[config.mk]
export PLATFORM = sky130hd
export DESIGN_NAME = rsf_regs
export DESIGN_NICKNAME = d
export VERILOG_FILES = /design/src/rtl/core/rsf_pkg.sv /design/src/rtl/core/rsf_regs.sv
export SDC_FILE = /design/constraint.sdc
export NUM_CORES = 1
export LEC_CHECK = 0
export ABC_AREA = 1
export BUFFER_PORTS_ARGS = -buffer_cell sky130_fd_sc_hd__clkbuf_2
export CAP_MARGIN = 20
export CORE_AREA = 2 2 141 102
export DETAILED_ROUTE_END_ITERATION = 10
export DIE_AREA = 0 0 143 104
export GPL_TIMING_DRIVEN = 0
export PLACE_DENSITY = 0.72
export SYNTH_ARGS = -nofsm -noshare
export SYNTH_HDL_FRONTEND = slang
export SYNTH_SLANG_ARGS = --single-unit
[constraint.sdc]
create_clock -name clk -period 1.83 [get_ports clk]
set_input_delay 0.366 -clock clk [delete_from_list [all_inputs] [get_ports clk]]
set_output_delay 0.366 -clock clk [all_outputs]
set_load 0.05 [all_outputs]
[src/rtl/core/rsf_pkg.sv]
// Shared types and constants for the rotor speed filter and thrust model.
package rsf_pkg;

	localparam int ADDR_W    = 5;
	localparam int DATA_W    = 32;
	localparam int FRAC_W    = 16;

	// Digit-serial multiplier geometry
	localparam int MUL_A_W   = 32;
	localparam int MUL_B_W   = 24;
	localparam int DIG_W     = 4;
	localparam int MUL_P_W   = MUL_A_W + MUL_B_W;
	localparam int MUL_STEPS = MUL_B_W / DIG_W;
	localparam int MUL_CNT_W = 3;

	// Register reset values
	localparam logic [15:0] RST_STEP_LIMIT = 16'hFFFF;
	localparam logic [15:0] RST_MAX_SPEED  = 16'd13408;

	typedef enum logic [2:0] {
		REG_ALPHA_UP     = 3'd0,
		REG_ALPHA_DOWN   = 3'd1,
		REG_STEP_UP      = 3'd2,
		REG_STEP_DOWN    = 3'd3,
		REG_MAX_SPEED    = 3'd4,
		REG_THRUST_COEFF = 3'd5,
		REG_MOMENT_COEFF = 3'd6,
		REG_SPIN_CCW     = 3'd7
	} reg_idx_t;

	typedef struct packed {
		logic [15:0]        alpha_up;
		logic [15:0]        alpha_down;
		logic [15:0]        step_up_limit;
		logic [15:0]        step_down_limit;
		logic signed [15:0] max_speed;
		logic [23:0]        thrust_coeff;
		logic [15:0]        moment_coeff;
		logic               spin_ccw;
	} cfg_t;

endpackage

[src/rtl/core/rsf_regs.sv]
// APB configuration register file for the rotor speed filter.
module rsf_regs (
	input  logic                        clk,
	input  logic                        arst_n,
	input  logic                        psel,
	input  logic                        penable,
	input  logic                        pwrite,
	input  logic [rsf_pkg::ADDR_W-1:0] paddr,
	input  logic [rsf_pkg::DATA_W-1:0] pwdata,
	output logic [rsf_pkg::DATA_W-1:0] prdata,
	output logic                        pready,
	output rsf_pkg::cfg_t               cfg
);
	import rsf_pkg::*;

	cfg_t     cfg_q;
	reg_idx_t idx;
	logic     wr_en;

	assign idx    = reg_idx_t'(paddr[ADDR_W-1:2]);
	assign wr_en  = psel && penable && pwrite;
	assign pready = 1'b1;

	always_ff @(posedge clk or negedge arst_n) begin
		if (!arst_n) begin
			cfg_q.alpha_up        <= '0;
			cfg_q.alpha_down      <= '0;
			cfg_q.step_up_limit   <= RST_STEP_LIMIT;
			cfg_q.step_down_limit <= RST_STEP_LIMIT;
			cfg_q.max_speed       <= RST_MAX_SPEED;
			cfg_q.thrust_coeff    <= '0;
			cfg_q.moment_coeff    <= '0;
			cfg_q.spin_ccw        <= 1'b0;
		end else if (wr_en) begin
			unique case (idx)
				REG_ALPHA_UP:     cfg_q.alpha_up        <= pwdata[15:0];
				REG_ALPHA_DOWN:   cfg_q.alpha_down      <= pwdata[15:0];
				REG_STEP_UP:      cfg_q.step_up_limit   <= pwdata[15:0];
				REG_STEP_DOWN:    cfg_q.step_down_limit <= pwdata[15:0];
				REG_MAX_SPEED:    cfg_q.max_speed       <= pwdata[15:0];
				REG_THRUST_COEFF: cfg_q.thrust_coeff    <= pwdata[23:0];
				REG_MOMENT_COEFF: cfg_q.moment_coeff    <= pwdata[15:0];
				REG_SPIN_CCW:     cfg_q.spin_ccw        <= pwdata[0];
			endcase
		end
	end

	always_comb begin
		unique case (idx)
			REG_ALPHA_UP:     prdata = {16'b0, cfg_q.alpha_up};
			REG_ALPHA_DOWN:   prdata = {16'b0, cfg_q.alpha_down};
			REG_STEP_UP:      prdata = {16'b0, cfg_q.step_up_limit};
			REG_STEP_DOWN:    prdata = {16'b0, cfg_q.step_down_limit};
			REG_MAX_SPEED:    prdata = {16'b0, cfg_q.max_speed};
			REG_THRUST_COEFF: prdata = {8'b0, cfg_q.thrust_coeff};
			REG_MOMENT_COEFF: prdata = {16'b0, cfg_q.moment_coeff};
			REG_SPIN_CCW:     prdata = {31'b0, cfg_q.spin_ccw};
		endcase
	end

	assign cfg = cfg_q;

endmodule

== Word-level counts from Yosys, hierarchy flattened ==
Cells that the tools add are included.
Operators by class
  equality and inequality tests: 7
  multiplexer cells: 1
  reduce and logical (&&, ||, !) cells: 11
Operators with widths (number)
  $pmux W32 S8: 1
  $reduce_and A2 Y1: 8
  $eq A3 B3 Y1 const B: 4
  $eq A3 B2 Y1 const B: 2
  $eq A3 B1 Y1 const B: 1
  $logic_not A3 Y1: 1
  $logic_and A1 B1 Y1: 2
Storage, ports and cells
  bits in registers: 121
  input port bits: 42
  output and inout bits: 154
  logic and storage cells: 27

== Logic depth before layout (Yosys ltp) ==
  depth in word-level cells: 3
  depth in mapped cells: 8

== Least setup slack after synthesis ==
Ideal clock, no wire load.
  path type: input-to-output
  start point: in paddr[3] (netlist name)
  end point: out prdata[0] (netlist name)
  data arrival time: 1475 ps
  data required time: 1464 ps
  setup slack: -11 ps
  cell stages on the path: 7
  path through: buf_6 > nor2_8 > nand2_2 > inv_1 > buf_4 > nand2_1 > nand3_1
Between the ends
  cells in the longest elaborated chain, start to end: 2
Ends and longest elaborated chain
  start, declared: RTL line rsf_regs.sv:8  | input logic [rsf_pkg::ADDR_W-1:0] paddr,
  $eq A3 B3 Y1, or another cell as far along: RTL line rsf_regs.sv:49  | unique case (idx)
  $pmux W32 S8 *: RTL line rsf_regs.sv:49
  end, declared: RTL line rsf_regs.sv:10  | output logic [rsf_pkg::DATA_W-1:0] prdata,
Every way passes the cells marked *; elsewhere a longest branch is shown, timed or not. The select of a mux whose other input is x is not followed.

== Worst setup path after layout ==
  start point: in paddr[2] (netlist name)
  end point: out prdata[15] (netlist name)
The elaborated chain is that of the path after synthesis.

==> summary.txt <==
Status
  • Failing checks: setup timing
  • Status: finished, violations left

Worst setup path
  • Startpoint Class: input port
  • CP max-delay cell: buf_8
  • Crit Path Category: in -> out
  • Crit path cell chain: clkbuf_16 -> buf_8 -> buf_6 -> nor2_8 -> nand2_4 -> inv_8 -> buf_8 -> nand2_2 -> nand3_2 -> buf_8
  • Crit path DAT: 1.53 ns
  • Most Frequent Cell on Critical Path: buf_8
  • Crit-path leading delay family: buffers and inverters
  • Critical path capture point type: primary output
  • Critical path buffer and inverter count: 6
  • Largest stage delay on the critical path: 0.16 ns
  • Crit Path Max Fanout: 5
  • CP required: 1.46 ns

Synthesis
  • Top cell type by total area after synthesis: dfrtp_1
  • Post-synthesis adder-cell area fraction: 0%
  • EDFF count, synth: 0
  • FFs w/ async S/R, synth: 100%
  • Synth cell types: 29
  • Synth warn: 0
  • Compound-Gate Fraction of Synth Area: 11.8%
  • Dominant cells by area after synthesis: dfrtp_1, dfstp_2, nand2_1
  • Seq cells post-synth: 121
  • Largest family of logic cells by synthesized area: simple AND/OR/NAND/NOR gates
  • Post-Syn Area per Cell: 8.50 um2
  • Synth top cells by count: nand2_1, nor2_1, dfrtp_1
  • Mux contribution to synthesized area: 0%
  • Most common cell in the netlist: nand2_1
  • Top-area cell type share of the netlist area: 35.3%
  • Mapped Cells: 700
  • Sequential element share of the synthesized area: 51.7%
  • Dominant synthesized flop cell: dfrtp_1
  • Simple-Gate Fraction of Synth Area: 26.0%
  • Post-synth design cell area: 5950 um2
  • Xor and xnor area share after synthesis: 0%

Cells and area
  • Share of post-route cells with drive strength above 1: 47.0%
  • Syn-to-layout area delta: 44.6%
  • Post-layout instance area: 8610 um2
  • Layout net count: 972
  • Final core utilization: 63.5%
  • Fill cells: 1,140
  • Ant diodes: 0
  • Max reg flops: 121

Placed design
  • Pre-CTS setup slack: -0.445 ns
  • Port buffer count: 175
  • Post-DP Area: 7180 um2
  • Post-DP HPWL: 14.5 mm
  • GP Congestion: 0.873

Clocking
  • Max Buffers Root-to-Sink: 2
  • CTS buffer count: 17
  • CTS tree: done
  • CTS root buffer: clkbuf_16
  • CTS sink cnt: 121
  • Clk_lat worst skew: 0.42 ns
  • H-tree Lvls: 4
  • Reg clk slew, reported paths: 0.06 ns

Drt
  • Vias per Instance: 5.30
  • Final WL: 21.3 mm
  • Routed WL per cell: 18.8 um
  • Drt drc: 0
  • DR vias: 6,002
  • Drt initial violations: 562
  • Pre-antenna DRT Iters: 5
  • DRT antenna net count: 0

Floorplan
  • Core Footprint: 13,600 um2
  • Ports: 196
  • Die Ht: 104 um
  • Die footprint: 14,900 um2
  • Die X: 143 um
  • Num rows: 36
  • Initial Utilization: 43.9%

Power and ir drop
  • Sw frac: 44.3%
  • Sequential group share of total power: 32.3%
  • Pwr Density: 1390 nW/um2
  • Switching power: 5300 uW
  • Clock power share: 27.9%
  • P_leak: 0.00434 uW
  • Maximum vdd drop: 0.00105 V
  • Power share of the combinational group: 39.7%
  • Int Pwr: 6660 uW

GRT
  • Antenna violations before repair: 0
  • First-pass GRT wire length: 31.8 mm
  • Global Route Usage Sum: 28.5%
  • GRT Residual Overflow: 0
  • Number of global-route vias before repair: 5,630
  • Largest net degree at the start of global routing: 110

STA
  • Final Hold Viols: 0
  • Final Max Tran Viols: 0
  • Period utilization: 104%
  • Final critical-path required period: 1.90 ns
  • Setup violations, final: 13
  • Layout Skew: 0 ns
  • RSZ-0062 raised after global routing: true
  • Worst setup margin: -0.0661 ns
  • Slew headroom: 60.1%
  • Least-Margin Pin Slew: 0.598 ns
  • Fmax: 527 MHz
  • Hold WS: 0.146 ns

Flow run
  • Max_cap viols: 0

Hold path
  • Path type of the worst min-delay path: in -> reg
power by group through the flow:
stage / sequential [uW] / combinational, uW / clock, uW
finish: 3870 / 4750 / 3340
global placement: 3860 / 4300 / 0
detailed placement: 3870 / 4350 / 0
floorplan: 5880 / 1220 / 0
global route: 3920 / 4990 / 3440
CTS: 3840 / 4590 / 3340
metal layers:
layer | GRT usage, % | share of wire, % | vias to the layer above
li1 | - | - | 2742
met5 | 0 | 0 | -
met2 | 41.4 | 45 | 341
met4 | 8.42 | 1.2 | 0
met3 | 6.72 | 11 | 24
met1 | 42.2 | 43 | 2895
placed cells by master, fill, tap and decap left out, types with 3 or more instances in the layout:
cell         n
nor2_2      37
nand2_2     18
clkinv_2     3
nand3_1     10
o21ai_0     24
nand2_1    107
o21ai_1     24
o21ai_2     25
nor2_4       3
dfstp_2     37
clkbuf_2   158
nand3_4      3
dfrtp_1     84
buf_16       3
a21oi_1     48
buf_2       11
conb_1       9
inv_1       56
buf_8       24
nand3_2     23
clkbuf_16   19
buf_6       19
nand4_1     50
buf_4       35
clkbuf_8     9
nor2_1      83
final cells by class:
class	count	area, um2	area share [%]
flip-flops and latches	121	3070	35.7
clock inverters	6	60.1	0.698
clock buffers	26	529	6.15
inverters	60	255	2.97
multi-input cells	471	2540	29.5
plain buffers	54	485	5.64
repair buffers	205	1420	16.5
well taps	190	238	2.76
cells by family (layout without fill, tap and decap cells):
kind of cell	count (synthesis)	in the layout
flip-flops	121	121
AND/OR/NAND/NOR	341	341
other	2	9
buffers and inverters	115	351
AO/OA/AOI/OAI	121	121
what timing repair did:
item,4_1_cts,5_1_grt
setup buffers,14,11
resized for setup,110,70
endpoints found under the setup margin,16,16
hold buffers,1,0
cloned,3,1
endpoints found under the hold margin,12,0
pin swaps,24,41
final timing paths:
check,slack (ns),to,cells past startpoint,start
hold reg to reg,0.48,cfg[68],2,cfg[68]
setup reg to reg,1.00,cfg[60],3,cfg[60]
min in group asynchronous,0.34,cfg[90],2,arst_n
setup / recovery,-0.07,prdata[15],10,paddr[2]
hold / removal,0.15,cfg[34],3,pwdata[17]
max in group asynchronous,0.69,cfg[8],3,arst_n
through the flow:
step	cells	setup TNS (ns)	total power [uW]
2_1_floorplan	707	0	7100
3_3_place_gp	1072	-152.14	8160
3_5_place_dp	1073	-5.77	8220
4_1_cts	1122	-0.808	11800
5_1_grt	1133	-0.954	12400
6_report	1133	-0.346	12000
tightest hold or removal path, cell delays in order:
cell and delay [ns]:
clkbuf_2 0.07, nand2_1 0.04, o21ai_0 0.05
No activity file was read; power rests on OpenSTA's default activity.
